File: src/hw/rtl/sequential_list_engine_macros.svh
// assertion macros shared by the list engine rtl
// expects clk and rst_n in the scope of each use
`ifndef SEQUENTIAL_LIST_ENGINE_MACROS_SVH
`define SEQUENTIAL_LIST_ENGINE_MACROS_SVH

// same-cycle implication, disabled while in reset
`define SLE_ASSERT_IMP(lbl, ante, cons, msg) \
  lbl: assert property (@(posedge clk) disable iff (!rst_n) (ante) |-> (cons)) \
    else $error(msg);

// next-cycle implication, disabled while in reset
`define SLE_ASSERT_NXT(lbl, ante, cons, msg) \
  lbl: assert property (@(posedge clk) disable iff (!rst_n) (ante) |=> (cons)) \
    else $error(msg);

`endif

File: src/hw/rtl/sle_pkg.sv
// shared types and codes of the list engine
// no dependencies
package sle_pkg;

  localparam int FUNC_W = 3;
  localparam int POS_W  = 7;
  localparam int VAL_W  = 32;
  localparam int ST_W   = 3;
  localparam int LEN_W  = 7;

  // command codes
  localparam logic [FUNC_W-1:0] FN_INSERT  = 3'd0;
  localparam logic [FUNC_W-1:0] FN_DEL_POS = 3'd1;
  localparam logic [FUNC_W-1:0] FN_DEL_MIN = 3'd2;
  localparam logic [FUNC_W-1:0] FN_DEL_VAL = 3'd3;
  localparam logic [FUNC_W-1:0] FN_DEL_RNG = 3'd4;
  localparam logic [FUNC_W-1:0] FN_LIST    = 3'd5;

  // status codes
  localparam logic [ST_W-1:0] ST_OK     = 3'd0;
  localparam logic [ST_W-1:0] ST_BADPOS = 3'd1;
  localparam logic [ST_W-1:0] ST_EMPTY  = 3'd2;
  localparam logic [ST_W-1:0] ST_FULL   = 3'd3;
  localparam logic [ST_W-1:0] ST_RANGE  = 3'd4;

  typedef enum logic [6:0] {
    S_IDLE     = 7'b000_0001,
    S_SHIFT_UP = 7'b000_0010,
    S_SHIFT_DN = 7'b000_0100,
    S_SCAN     = 7'b000_1000,
    S_COMPACT  = 7'b001_0000,
    S_LIST     = 7'b010_0000,
    S_DONE     = 7'b100_0000
  } sle_state_t;

  typedef struct packed {
    logic [ST_W-1:0]  status;
    logic [VAL_W-1:0] value;
    logic [LEN_W-1:0] length;
    logic             last;
  } sle_res_t;

endpackage

File: src/hw/rtl/sle_ram.sv
// generic simple dual-port ram, one write and one registered read per cycle
// no dependencies
module sle_ram #(
  parameter int WIDTH = 32,
  parameter int DEPTH = 64
) (
  input  logic                     clk,
  input  logic                     we,
  input  logic [$clog2(DEPTH)-1:0] waddr,
  input  logic [WIDTH-1:0]         wdata,
  input  logic [$clog2(DEPTH)-1:0] raddr,
  output logic [WIDTH-1:0]         rdata
);

  logic [WIDTH-1:0] mem [DEPTH];

  always_ff @(posedge clk) begin
    if (we) begin
      mem[waddr] <= wdata;
    end
    rdata <= mem[raddr];
  end

endmodule

File: src/hw/rtl/sle_outq.sv
// two-entry result queue that decouples the sequencer from the result channel
// depends on sle_pkg
module sle_outq (
  input  logic            clk,
  input  logic            rst_n,
  input  logic            push,
  input  sle_pkg::sle_res_t din,
  output logic            full,
  output logic [1:0]      cnt,
  output logic            out_valid,
  input  logic            out_ready,
  output sle_pkg::sle_res_t dout
);
  import sle_pkg::*;

  sle_res_t   slot_r [2];
  logic       wr_ptr_r, wr_ptr_nxt;
  logic       rd_ptr_r, rd_ptr_nxt;
  logic [1:0] cnt_r, cnt_nxt;
  logic       do_push, do_pop;

  assign full      = (cnt_r == 2'd2);
  assign cnt       = cnt_r;
  assign out_valid = (cnt_r != 2'd0);
  assign dout      = slot_r[rd_ptr_r];
  assign do_pop    = out_valid && out_ready;
  assign do_push   = push && !full;

  always_comb begin
    wr_ptr_nxt = wr_ptr_r ^ do_push;
    rd_ptr_nxt = rd_ptr_r ^ do_pop;
    cnt_nxt    = cnt_r + 2'(do_push) - 2'(do_pop);
  end

  always_ff @(posedge clk) begin
    if (!rst_n) begin
      wr_ptr_r <= 1'b0;
      rd_ptr_r <= 1'b0;
      cnt_r    <= 2'd0;
    end else begin
      wr_ptr_r <= wr_ptr_nxt;
      rd_ptr_r <= rd_ptr_nxt;
      cnt_r    <= cnt_nxt;
    end
  end

  always_ff @(posedge clk) begin
    if (do_push) begin
      slot_r[wr_ptr_r] <= din;
    end
  end

endmodule

File: src/hw/rtl/sequential_list_engine.sv
// packed list of signed words kept in one ram, with a command sequencer on top
// depends on sle_pkg, sle_ram, sle_outq and sequential_list_engine_macros.svh
// a command walks the ram (shift, scan or compaction) and then queues its result, rejected commands
// go straight to their result, and list queues one entry per cycle while the result queue has room
// one command at a time: no new command is taken until the last one has queued its result
// reset: rst_n synchronous active low, clears length and control; ram is not cleared
module sequential_list_engine #(
  parameter int CAPACITY = 64
) (
  input  logic        clk,
  input  logic        rst_n,
  // command channel
  input  logic        in_tvalid,
  output logic        in_tready,
  // tdata: position [6:0], operand_value [38:7], upper_bound [70:39], zero pad [71]
  input  logic [71:0] in_tdata,
  // tuser: func [2:0]
  input  logic [2:0]  in_tuser,
  // result channel
  output logic        out_tvalid,
  input  logic        out_tready,
  // tdata: result_value [31:0], list_length [38:32], zero pad [39]
  output logic [39:0] out_tdata,
  // tuser: status [2:0]
  output logic [2:0]  out_tuser,
  output logic        out_tlast
);
  import sle_pkg::*;

  `include "sequential_list_engine_macros.svh"

  localparam int AW = $clog2(CAPACITY);
  localparam int CW = $clog2(CAPACITY + 1);
  // compare width wide enough for both position and length plus one
  localparam int XW = ((CW > POS_W) ? CW : POS_W) + 1;

  // command fields
  logic [FUNC_W-1:0]       in_func;
  logic [POS_W-1:0]        in_pos;
  logic signed [VAL_W-1:0] in_opnd;
  logic signed [VAL_W-1:0] in_upper;
  logic                    in_acc;

  assign in_func  = in_tuser[2:0];
  assign in_pos   = in_tdata[6:0];
  assign in_opnd  = in_tdata[38:7];
  assign in_upper = in_tdata[70:39];

  // control state
  sle_state_t    state_r, state_nxt;
  logic [CW-1:0] count_r, count_nxt;
  logic [CW-1:0] ptr_r, ptr_nxt;     // next read index (shift up: index plus one)
  logic [CW-1:0] k_r, k_nxt;         // compaction write index
  logic          rvld_r, rvld_nxt;   // ram read data returns this cycle
  logic          rcap_r, rcap_nxt;   // returning word is the removed entry
  logic          first_r, first_nxt;

  assign in_tready = (state_r == S_IDLE);
  assign in_acc   = in_tvalid && in_tready;

  // payload state
  logic [POS_W-1:0]        pos_r, pos_nxt;
  logic signed [VAL_W-1:0] val_r, val_nxt;
  logic signed [VAL_W-1:0] hi_r, hi_nxt;
  logic                    mode_r, mode_nxt;   // 1 range match, 0 equal match
  logic [ST_W-1:0]         status_r, status_nxt;
  logic [VAL_W-1:0]        result_r, result_nxt;
  logic [AW-1:0]           wr_addr_r, wr_addr_nxt;
  logic [AW-1:0]           ridx_r, ridx_nxt;
  logic signed [VAL_W-1:0] min_val_r, min_val_nxt;
  logic [AW-1:0]           min_idx_r, min_idx_nxt;
  logic [VAL_W-1:0]        last_val_r, last_val_nxt;

  // ram port
  logic             ram_we;
  logic [AW-1:0]    ram_waddr;
  logic [VAL_W-1:0] ram_wdata;
  logic [AW-1:0]    ram_raddr;
  logic [VAL_W-1:0] ram_rdata;
  logic             rd_issue;

  // result queue
  logic       q_push, q_full, q_pop;
  logic [1:0] q_cnt;
  logic [2:0] q_occ;
  sle_res_t   q_din, q_dout;

  // compare helpers
  logic [XW-1:0]           pos_x, cnt_x;
  logic signed [VAL_W-1:0] rd_s;
  logic                    drop;

  assign pos_x = XW'(in_pos);
  assign cnt_x = XW'(count_r);
  assign rd_s  = $signed(ram_rdata);
  assign drop  = mode_r ? ((rd_s >= val_r) && (rd_s <= hi_r)) : (rd_s == val_r);

  // queue slots committed once the word in flight lands
  assign q_pop = out_tvalid && out_tready;
  assign q_occ = 3'(q_cnt) + 3'(rvld_r) - 3'(q_pop);

  sle_ram #(
    .WIDTH (VAL_W),
    .DEPTH (CAPACITY)
  ) u_ram (
    .clk   (clk),
    .we    (ram_we),
    .waddr (ram_waddr),
    .wdata (ram_wdata),
    .raddr (ram_raddr),
    .rdata (ram_rdata)
  );

  sle_outq u_outq (
    .clk       (clk),
    .rst_n     (rst_n),
    .push      (q_push),
    .din       (q_din),
    .full      (q_full),
    .cnt       (q_cnt),
    .out_valid (out_tvalid),
    .out_ready (out_tready),
    .dout      (q_dout)
  );

  assign out_tdata = {1'b0, q_dout.length, q_dout.value};
  assign out_tuser = q_dout.status;
  assign out_tlast = q_dout.last;

  always_comb begin
    state_nxt    = state_r;
    count_nxt    = count_r;
    ptr_nxt      = ptr_r;
    k_nxt        = k_r;
    rvld_nxt     = 1'b0;
    rcap_nxt     = 1'b0;
    first_nxt    = first_r;
    pos_nxt      = pos_r;
    val_nxt      = val_r;
    hi_nxt       = hi_r;
    mode_nxt     = mode_r;
    status_nxt   = status_r;
    result_nxt   = result_r;
    wr_addr_nxt  = wr_addr_r;
    ridx_nxt     = ridx_r;
    min_val_nxt  = min_val_r;
    min_idx_nxt  = min_idx_r;
    last_val_nxt = last_val_r;
    ram_we       = 1'b0;
    ram_waddr    = '0;
    ram_wdata    = '0;
    ram_raddr    = '0;
    rd_issue     = 1'b0;
    q_push       = 1'b0;
    q_din        = '0;

    // returning read data, handled per command
    if (rvld_r) begin
      case (state_r) inside
        S_SHIFT_UP, S_SHIFT_DN: begin
          if (rcap_r) begin
            result_nxt = ram_rdata;
          end else begin
            ram_we    = 1'b1;
            ram_waddr = wr_addr_r;
            ram_wdata = ram_rdata;
          end
        end
        S_SCAN: begin
          // strict less keeps the first smallest entry
          if (ridx_r == '0 || rd_s < min_val_r) begin
            min_val_nxt = rd_s;
            min_idx_nxt = ridx_r;
          end
          last_val_nxt = ram_rdata;
        end
        S_COMPACT: begin
          if (!drop) begin
            ram_we    = 1'b1;
            ram_waddr = k_r[AW-1:0];
            ram_wdata = ram_rdata;
            k_nxt     = k_r + 1'b1;
          end
        end
        S_LIST: begin
          q_push       = 1'b1;
          q_din.status = ST_OK;
          q_din.value  = ram_rdata;
          q_din.length = LEN_W'(count_r);
          q_din.last   = (ridx_r == AW'(count_r - 1'b1));
        end
        default: ;
      endcase
    end

    unique case (state_r)
      S_IDLE: begin
        if (in_acc) begin
          pos_nxt    = in_pos;
          val_nxt    = in_opnd;
          hi_nxt     = in_upper;
          mode_nxt   = (in_func == FN_DEL_RNG);
          status_nxt = ST_OK;
          result_nxt = '0;
          ptr_nxt    = '0;
          k_nxt      = '0;
          first_nxt  = 1'b1;
          state_nxt  = S_DONE;
          unique case (in_func)
            FN_INSERT: begin
              if (in_pos == '0 || pos_x > cnt_x + XW'(1)) begin
                status_nxt = ST_BADPOS;
              end else if (count_r == CW'(CAPACITY)) begin
                status_nxt = ST_FULL;
              end else begin
                ptr_nxt   = count_r;
                state_nxt = S_SHIFT_UP;
              end
            end
            FN_DEL_POS: begin
              if (count_r == '0) begin
                status_nxt = ST_EMPTY;
              end else if (in_pos == '0 || pos_x > cnt_x) begin
                status_nxt = ST_BADPOS;
              end else begin
                ptr_nxt   = CW'(in_pos - 1'b1);
                state_nxt = S_SHIFT_DN;
              end
            end
            FN_DEL_MIN: begin
              if (count_r == '0) begin
                status_nxt = ST_EMPTY;
              end else begin
                state_nxt = S_SCAN;
              end
            end
            FN_DEL_VAL: begin
              if (count_r == '0) begin
                status_nxt = ST_EMPTY;
              end else begin
                state_nxt = S_COMPACT;
              end
            end
            FN_DEL_RNG: begin
              // inverted range wins over an empty list
              if (in_opnd > in_upper) begin
                status_nxt = ST_RANGE;
              end else if (count_r == '0) begin
                status_nxt = ST_EMPTY;
              end else begin
                state_nxt = S_COMPACT;
              end
            end
            FN_LIST: begin
              if (count_r == '0) begin
                status_nxt = ST_EMPTY;
              end else begin
                state_nxt = S_LIST;
              end
            end
            default: ;  // unused codes answer ok and change nothing
          endcase
        end
      end

      S_SHIFT_UP: begin
        // walk from the tail down to the insert slot, each word moves up one
        if (XW'(ptr_r) >= XW'(pos_r)) begin
          rd_issue    = 1'b1;
          ram_raddr   = AW'(ptr_r - 1'b1);
          wr_addr_nxt = ptr_r[AW-1:0];
          rvld_nxt    = 1'b1;
          ptr_nxt     = ptr_r - 1'b1;
        end else if (!rvld_r) begin
          ram_we     = 1'b1;
          ram_waddr  = AW'(pos_r - 1'b1);
          ram_wdata  = val_r;
          count_nxt  = count_r + 1'b1;
          state_nxt  = S_DONE;
        end
      end

      S_SHIFT_DN: begin
        // first read captures the removed word, the rest move down one
        if (ptr_r < count_r) begin
          rd_issue    = 1'b1;
          ram_raddr   = ptr_r[AW-1:0];
          wr_addr_nxt = AW'(ptr_r - 1'b1);
          rvld_nxt    = 1'b1;
          rcap_nxt    = first_r;
          first_nxt   = 1'b0;
          ptr_nxt     = ptr_r + 1'b1;
        end else if (!rvld_r) begin
          count_nxt = count_r - 1'b1;
          state_nxt = S_DONE;
        end
      end

      S_SCAN: begin
        if (ptr_r < count_r) begin
          rd_issue  = 1'b1;
          ram_raddr = ptr_r[AW-1:0];
          ridx_nxt  = ptr_r[AW-1:0];
          rvld_nxt  = 1'b1;
          ptr_nxt   = ptr_r + 1'b1;
        end else if (!rvld_r) begin
          // tail word refills the hole left by the minimum
          ram_we     = 1'b1;
          ram_waddr  = min_idx_r;
          ram_wdata  = last_val_r;
          result_nxt = min_val_r;
          count_nxt  = count_r - 1'b1;
          state_nxt  = S_DONE;
        end
      end

      S_COMPACT: begin
        if (ptr_r < count_r) begin
          rd_issue  = 1'b1;
          ram_raddr = ptr_r[AW-1:0];
          rvld_nxt  = 1'b1;
          ptr_nxt   = ptr_r + 1'b1;
        end else if (!rvld_r) begin
          count_nxt = k_r;
          state_nxt = S_DONE;
        end
      end

      S_LIST: begin
        // read only when a queue slot is sure to be free on return
        if (ptr_r < count_r) begin
          if (q_occ < 3'd2) begin
            rd_issue  = 1'b1;
            ram_raddr = ptr_r[AW-1:0];
            ridx_nxt  = ptr_r[AW-1:0];
            rvld_nxt  = 1'b1;
            ptr_nxt   = ptr_r + 1'b1;
          end
        end else if (!rvld_r) begin
          state_nxt = S_IDLE;
        end
      end

      S_DONE: begin
        if (!q_full) begin
          q_push       = 1'b1;
          q_din.status = status_r;
          q_din.value  = result_r;
          q_din.length = LEN_W'(count_r);
          q_din.last   = 1'b1;
          state_nxt    = S_IDLE;
        end
      end

      default: state_nxt = S_IDLE;
    endcase
  end

  always_ff @(posedge clk) begin
    if (!rst_n) begin
      state_r <= S_IDLE;
      count_r <= '0;
      ptr_r   <= '0;
      k_r     <= '0;
      rvld_r  <= 1'b0;
      rcap_r  <= 1'b0;
      first_r <= 1'b0;
    end else begin
      state_r <= state_nxt;
      count_r <= count_nxt;
      ptr_r   <= ptr_nxt;
      k_r     <= k_nxt;
      rvld_r  <= rvld_nxt;
      rcap_r  <= rcap_nxt;
      first_r <= first_nxt;
    end
  end

  always_ff @(posedge clk) begin
    pos_r      <= pos_nxt;
    val_r      <= val_nxt;
    hi_r       <= hi_nxt;
    mode_r     <= mode_nxt;
    status_r   <= status_nxt;
    result_r   <= result_nxt;
    wr_addr_r  <= wr_addr_nxt;
    ridx_r     <= ridx_nxt;
    min_val_r  <= min_val_nxt;
    min_idx_r  <= min_idx_nxt;
    last_val_r <= last_val_nxt;
  end

  // length never passes capacity
  `SLE_ASSERT_IMP(a_count_cap, 1'b1, count_r <= CW'(CAPACITY), "length above capacity")
  // a write never lands on the word being fetched in the same cycle
  `SLE_ASSERT_IMP(a_no_rw_hit, ram_we && rd_issue, ram_waddr != ram_raddr,
                  "ram read and write collide")
  // read credit keeps the result queue from overflowing
  `SLE_ASSERT_IMP(a_q_room, q_push, !q_full, "result pushed into full queue")
  // length only moves while a command runs
  `SLE_ASSERT_NXT(a_idle_len, state_r == S_IDLE, count_r == $past(count_r),
                  "length changed while idle")

endmodule
File: config.mk
export PLATFORM = sky130hd
export DESIGN_NAME = sequential_list_engine
export DESIGN_NICKNAME = d
export VERILOG_FILES = /design/src/hw/rtl/sle_pkg.sv /design/src/hw/rtl/sle_ram.sv /design/src/hw/rtl/sle_outq.sv /design/src/hw/rtl/sequential_list_engine.sv
export VERILOG_INCLUDE_DIRS = /design/src /design/src/hw/rtl
export SDC_FILE = /design/constraint.sdc
export NUM_CORES = 2
export LEC_CHECK = 0
export BUFFER_PORTS_ARGS = -buffer_cell sky130_fd_sc_hd__buf_2
export CELL_PAD_IN_SITES_DETAIL_PLACEMENT = 0
export CELL_PAD_IN_SITES_GLOBAL_PLACEMENT = 1
export CORE_MARGIN = 3
export CORE_UTILIZATION = 50
export DETAILED_ROUTE_END_ITERATION = 16
export PLACE_DENSITY = 0.77
export SETUP_SLACK_MARGIN = 0.2
export SYNTH_ARGS = -nofsm -noshare
export SYNTH_HDL_FRONTEND = slang
export SYNTH_SLANG_ARGS = --single-unit
File: constraint.sdc
create_clock -name clk -period 19.65 [get_ports clk]
set_input_delay 1.965 -clock clk [delete_from_list [all_inputs] [get_ports clk]]
set_output_delay 1.965 -clock clk [all_outputs]
set_load 0.05 [all_outputs]
Yosys cells after proc, flatten, opt, wreduce, memory -nomap -nowiden
Memory sizes are Yosys's and may differ from the RTL's. A register that Yosys moved wholly into a read port is not among the register bits.
Cells that the tools add are included.
{"block": "classes", "n_addsub": 12, "n_lt_le_gt_ge": 9, "eq_ne": 33, "mux": 128, "bitwise": 3, "reduce_logical": 32}
{"operator": "32-bit two-way mux", "count": 16}
{"operator": "7-bit two-way mux", "count": 37}
{"operator": "40-bit two-way mux", "count": 4}
{"operator": "43-bit two-way mux", "count": 3}
{"operator": "32-bit one-hot mux with 2 select lines", "count": 2}
{"operator": "6-bit two-way mux", "count": 19}
{"operator": "7-bit one-hot mux with 6 select lines", "count": 1}
{"operator": "6-bit one-hot mux with 2 select lines", "count": 3}
{"operator": "7-bit one-hot mux with 5 select lines", "count": 1}
{"operator": "32-bit equality test", "count": 1}
{"operator": "32-bit greater-or-equal comparator", "count": 1}
{"operator": "32-bit > comparator", "count": 1}
{"operator": "32-bit <= comparator", "count": 1}
{"operator": "32-bit less-than comparator", "count": 1}
{"operator": "1-bit two-way mux", "count": 29}
{"operator": "7-bit one-hot mux with 4 select lines", "count": 1}
{"operator": "7-bit by 1-bit adder with 7-bit output (second input constant)", "count": 3}
{"operator": "7-bit one-hot mux with 3 select lines", "count": 1}
{"operator": "7-bit by 1-bit subtractor with 7-bit output (second input constant)", "count": 3}
{"operator": "2-bit inequality test (second input constant)", "count": 10}
{"operator": "6-bit one-hot mux with 3 select lines", "count": 1}
{"operator": "7-bit equality test (second input constant)", "count": 2}
{"operator": "7-bit logical NOT", "count": 2}
{"operator": "2-bit by 1-bit inequality test with 1-bit output (second input constant)", "count": 7}
{"operator": "other kinds (45)", "count": 67}
{"block": "word_totals", "ff_bits": 224, "ram_bits": 2134, "in_bits": 79, "out_inout_bits": 46, "word_cells": 240, "mem_count": 2}
{"memory": "u_ram.mem", "words": 64, "word_bits": 32, "read_ports": 1, "rd_ports_with_merged_regs": 1, "write_ports": 1, "line": "sle_ram.sv:15", "rtl": "logic [WIDTH-1:0] mem [DEPTH];"}
{"memory": "u_outq.slot_r", "words": 2, "word_bits": 43, "read_ports": 1, "rd_ports_with_merged_regs": 1, "write_ports": 1, "line": "sle_outq.sv:16", "rtl": "sle_res_t slot_r [2];"}

Depth between registers and ports, before layout
{"block": "logic_depth", "ltp_word": 13, "ltp_mapped": 22, "ltp_nobuf": 17}

Modules after synthesis
A second synthesis with hierarchy kept.
{"block": "unflattened", "hier_cells": 5132, "hier_area_um2": 96754.0}
{"mod": "sle_ram", "instances": 1, "cells_per_inst": 3511, "area_each_um2": 79039.6}
{"mod": "sequential_list_engine", "instances": 1, "cells_per_inst": 1462, "area_each_um2": 14142.3}
{"mod": "sle_outq", "instances": 1, "cells_per_inst": 159, "area_each_um2": 3572.2}

Least setup slack after synthesis
Ideal clock, no wire load.
{"block": "synth_timing", "path_type": "flip-flop to flip-flop", "from": "reg ptr_r[0]", "to": "mem u_ram.mem[27][0] (enable)", "setup_time_ps": 502, "arrival_time_ps": 6543, "t_required_ps": 19148, "slack_ps": 12605, "path_stages_with_launch": 17, "n_path_buf": 6, "path_cell_list": "dfxtp_1 -> buf_4 -> clkinv_1 -> clkbuf_1 -> buf_1 -> ha_1 -> nor2b_1 -> o21ai_1 -> a311o_1 -> buf_2 -> or3_1 -> buf_1 -> nor2_1 -> a221o_1 -> o21ai_1 -> clkbuf_1 -> nor4_1"}
{"block": "synth_between", "elab_chain_cells": 5, "elab_cells_between_ends": 10}
{"item": "from (decl)", "line": "sequential_list_engine.sv:52", "rtl": "logic [CW-1:0] ptr_r, ptr_nxt;"}
{"item": "from (signal assigned)", "line": "sequential_list_engine.sv:371", "rtl": "ptr_r <= ptr_nxt;"}
{"item": "7-bit less-than comparator or 7-bit greater-or-equal comparator (tied branches)", "line": "sequential_list_engine.sv:300, sequential_list_engine.sv:268"}
{"item": "1-bit two-way mux (on tied branches)", "line": "sequential_list_engine.sv:300, sequential_list_engine.sv:268"}
{"item": "1-bit one-hot mux with 2 select lines", "line": "sequential_list_engine.sv:196", "rtl": "unique case (state_r)"}
{"item": "1-bit two-way mux", "line": "sle_ram.sv:18", "rtl": "if (we) begin"}
{"item": "1-bit two-way mux (implied by the code)", "line": "sle_ram.sv:19", "rtl": "mem[waddr] <= wdata;"}
{"item": "to (decl)", "line": "sle_ram.sv:15"}
Parallel ways exist; a longest one is shown, timed or not.

Worst setup path in the final report
{"block": "layout_timing", "from": "in out_tready", "to": "reg u_ram.rdata[10] (read register of u_ram.mem)"}
{"block": "layout_between", "elab_chain_cells": 6}
{"item": "from (decl)", "line": "sequential_list_engine.sv:21", "rtl": "input logic out_tready,"}
{"item": "1-bit logical AND", "line": "sequential_list_engine.sv:99", "rtl": "assign q_pop = out_tvalid && out_tready;"}
{"item": "3-bit by 1-bit subtractor with 3-bit output", "line": "sequential_list_engine.sv:100", "rtl": "assign q_occ = 3'(q_cnt) + 3'(rvld_r) - 3'(q_pop);"}
{"item": "3-bit by 2-bit less-than comparator with 1-bit output", "line": "sequential_list_engine.sv:332", "rtl": "if (q_occ < 3'd2) begin"}
{"item": "6-bit two-way mux", "line": "sequential_list_engine.sv:332"}
{"item": "6-bit two-way mux", "line": "sequential_list_engine.sv:331", "rtl": "if (ptr_r < count_r) begin"}
{"item": "6-bit one-hot mux with 3 select lines", "line": "sequential_list_engine.sv:196"}
{"item": "to (decl)", "line": "sle_ram.sv:12", "rtl": "output logic [WIDTH-1:0] rdata"}
Every way passes these cells.
A chain may end at the register's enable or synchronous reset.

==> summary.txt <==
Synth
  – Instance count of the mapped netlist: 7407
  – Syn Nets: 7654
  – Cell area after synthesis: 0.101 sq mm
  – Post-synthesis average cell area: 13.7 sq um
  – Top FF cell, synth: sky130_fd_sc_hd__edfxtp_1
  – Post-synthesis async set-or-reset flop share: 0%
  – Number of different library cells in the post-synthesis netlist: 103
  – EDFF count, synth: 2291
  – Yosys warns: 0
  – Number of storage elements in the synthesis netlist: 2391
  – Fraction of the yosys area taken by sequential cells: 69.8%

Timing
  – Final period utilization: 40.2%
  – Post-layout min period: 7.91 ns
  – Setup TNS after final layout: 0 ns
  – Number of hold violations in the final report: 0
  – Unrepaired setup endpoints after global routing: no
  – Worst slew pin tran: 1.36 ns
  – Final setup violating endpoints: 0
  – Achievable frequency: 126 MHz
  – Number of max-slew violations in the final report: 0
  – Final clock skew: 0.0731 ns
  – Rel. slew slack: 9.08%

Worst setup path
  – Launch point of the critical path: out_tready
  – Crit-path leading delay family: buffers and inverters
  – Critical register-to-register path startpoint: u_outq.cnt[1]
  – Critical Path AT: 8.61 ns
  – Type of the setup path with the least slack: in -> reg
  – Crit-path max cell delay: 0.65 ns
  – Maximum fanout along the worst path: 151
  – Cell mode on critical path: sky130_fd_sc_hd__a311oi_1
  – Setup crit start kind: input port
  – Worst-path cell with the longest stage delay: sky130_fd_sc_hd__buf_12
  – CP Data Required Time: 20.35 ns
  – Critical Path, Cell by Cell: buf_2 > and2_1 > ha_1 > inv_1 > nand2_1 > fa_1 > xnor2_1 > nand4_1 > a21oi_1 > o211ai_1 > buf_4 > nand2_8 > buf_12 > buf_4 > buf_12 > a311oi_1 > a311oi_1 > a311oi_1 > o21a_1 > a211oi_1
  – Crit path buffers/inverters: 6
  – Worst setup EP type: flip-flop

Flow run
  – Count of maximum capacitance violations: 0

Global routing
  – Via count of the first global-routing pass: 62900
  – Maximum number of pins on one net before global-route repair: 183
  – Total GRT Usage: 28.9%
  – Number of antenna violations at the first check in global routing: 8
  – First-pass GRT wire length: 443000 um
  – Total congestion overflow after global routing: 0

Cells and area
  – Net total in the final layout: 7682
  – Final Instance Count excl. Fillers: 10300
  – Area growth from synthesis to layout: 11.3%
  – Post-route cell area: 0.113 sq mm
  – Fraction of final layout cells sized beyond drive strength 1: 12.0%
  – Most frequent cells in the layout: 2291 x sky130_fd_sc_hd__edfxtp_1, 1018 x sky130_fd_sc_hd__nand2_1, 432 x sky130_fd_sc_hd__a211oi_1
  – Most common cell after layout, fill and taps aside: sky130_fd_sc_hd__edfxtp_1

Routing
  – Via count: 66800
  – Number of nets still failing antenna checks after routing: 0
  – Number of DRC markers after the initial detailed-route iteration: 8964
  – WL/cell: 30.2 um
  – DRC violations left: 0
  – Drt via density: 6.48
  – Number of iterations in the first detailed-routing pass: 6
  – Post-Route WL: 311000 um

Pwr
  – P per Cell Area: 93.3 mW/mm^2
  – Peak VDD IR: 111 uV
  – Leakage Power: 36.9 nW

CTS
  – Clock-pin slew of the registers on the worst-case setup and hold paths: 0.06 ns
  – Maximum clock path buffer count: 3
  – Root Buffer: sky130_fd_sc_hd__clkbuf_16
  – Number of resized instances in the post-cts repair step: 0
  – Count of clock tree sinks: 2391
  – Post-CTS Setup Inserts: 0
  – Number of H-tree branching levels: 4
  – Number of buffers created by CTS: 232
  – Number of hold buffers added after cts: 0
  – Clock latency at the later pin of the worst-skew pair: 0.88 ns
  – TritonCTS clock tree: done

Worst hold path
  – Kind of path behind the tightest hold check: reg -> reg
  – Startpoint of the tightest hold check path: first_r

Floorplan
  – Die ar.: 0.208 sq mm
  – Chip Width: 456 um
  – Starting Density: 50.5%
  – Count of pins on the block boundary: 125
  – Area of the core: 0.201 sq mm
  – Number of core rows: 164
  – Vert. Die Dim: 456 um

Placed design
  – Placed inst area: 0.105 sq mm
  – Final weighted congestion of routability-driven global placement: 0.914
  – Input/output buffers: 122
  – Number of placed instances, taps included: 9857
  – HPWL after detailed placement: 171000 um

Run status
  – Status: finished, final reports clean
[final timing paths]
| kind | endpoint | slack, ns | depth (start not counted) |
|---|---|---|---|
| min reg2reg | rcap_r | 0.45 | 2 |
| min | rcap_r | 0.45 | 2 |
| max reg2reg | u_ram.rdata[10] | 12.38 | 21 |
| max | u_ram.rdata[10] | 11.74 | 20 |
[area by class of cell]
type | instances | area [sq um]
diodes | 5 | 12.5
clock buffers | 335 | 6530
clock inverters | 106 | 1170
fillers | 15900 | 87900
inverters | 182 | 683
multi-input cells | 4283 | 27900
flip-flops and latches | 2391 | 70800
well taps | 2656 | 3320
repair buffers | 345 | 2410
[worst min-delay path, delay by kind of cell, from the launching register on]
| family | cells | cell delay, ns |
|---|---|---|
| DFF | 1 | 0.31 |
| and+or+nand+nor | 2 | 0.09 |
[synth_stat cells, types with 30 or more instances]
master                      number  area [sq um]
sky130_fd_sc_hd__edfxtp_1     2291         68800
sky130_fd_sc_hd__nand2_1      1022          3840
sky130_fd_sc_hd__a211oi_1      434          3260
sky130_fd_sc_hd__nand3_1       424          2120
sky130_fd_sc_hd__and3_1        416          2600
sky130_fd_sc_hd__buf_2         226          1130
sky130_fd_sc_hd__clkbuf_1      219           822
sky130_fd_sc_hd__inv_1         181           679
sky130_fd_sc_hd__a21oi_1       177           886
sky130_fd_sc_hd__o211ai_1      173          1300
sky130_fd_sc_hd__mux2i_1       168          1680
sky130_fd_sc_hd__ha_1          167          2090
sky130_fd_sc_hd__a31oi_1       153           957
sky130_fd_sc_hd__o21ai_0       107           536
sky130_fd_sc_hd__dfxtp_1       100          2000
sky130_fd_sc_hd__nor2_1         72           270
sky130_fd_sc_hd__nor3_1         68           340
sky130_fd_sc_hd__a21o_1         67           503
sky130_fd_sc_hd__o2111ai_1      62           543
sky130_fd_sc_hd__mux2_2         61           687
sky130_fd_sc_hd__nand4_1        57           357
sky130_fd_sc_hd__and2_1         56           350
sky130_fd_sc_hd__buf_4          50           375
sky130_fd_sc_hd__nor4_1         47           294
sky130_fd_sc_hd__o31ai_1        46           345
sky130_fd_sc_hd__buf_1          42           158
sky130_fd_sc_hd__o22ai_1        40           250
sky130_fd_sc_hd__a22o_1         39           342
sky130_fd_sc_hd__xnor2_1        31           272
sky130_fd_sc_hd__nor2b_1        30           188
[registers in the layout, indices dropped and copies added (netlist names), 32 cells and up, named ones only]
name	count
min_val_r	32
val_r	32
hi_r	32
last_val_r	32
u_outq.slot_r	86
u_ram.mem	2048
result_r	32
u_ram.rdata	32
[routing by layer]
| layer | GRT usage (%) | wire, um | vias up |
|---|---|---|---|
| met5 | 0 | 35 | - |
| met4 | 12.4 | 14500 | 4 |
| met3 | 5.95 | 31100 | 697 |
| met2 | 45.8 | 144000 | 3666 |
| met1 | 39.0 | 121000 | 33600 |
| li1 | - | - | 28800 |
[logic make-up (layout without fill, tap and decap cells)]
kind of cell / count (synthesis) / count (layout) / share of synthesized area (%)
fa+ha+maj: 168 / 168 / 2.08
buf+inv: 733 / 968 / 3.28
flops: 2391 / 2391 / 69.8
other cells: 1 / 6 / 0.00370
xor+xnor: 37 / 37 / 0.320
mux: 229 / 229 / 2.34
simple gates: 2306 / 2306 / 11.1
compound gates: 1542 / 1542 / 11.0
[per-stage QoR]
stage / utilization [%] / power [mW] / setup slack [ns] / hold WS, ns
3_3_place_gp: 52.4 / 6.12 / 11.00 / 0.428
6_report: 56.2 / 10.5 / 11.74 / 0.447
4_1_cts: 56.2 / 10.6 / 11.93 / 0.447
3_5_place_dp: 52.4 / 6.12 / 10.98 / 0.436
5_1_grt: 56.2 / 10.8 / 11.57 / 0.457
2_1_floorplan: - / 6.00 / 12.61 / 0.410
[report_power, final]
group | internal, mW | leakage (nW) | switching, mW
clock | 2.58 | 3.74 | 1.92
sequential | 5.55 | 19.7 | 0.0347
combinational | 0.135 | 13.4 | 0.297
total | 8.27 | 36.9 | 2.26
(Power assumes the default switching activity.)
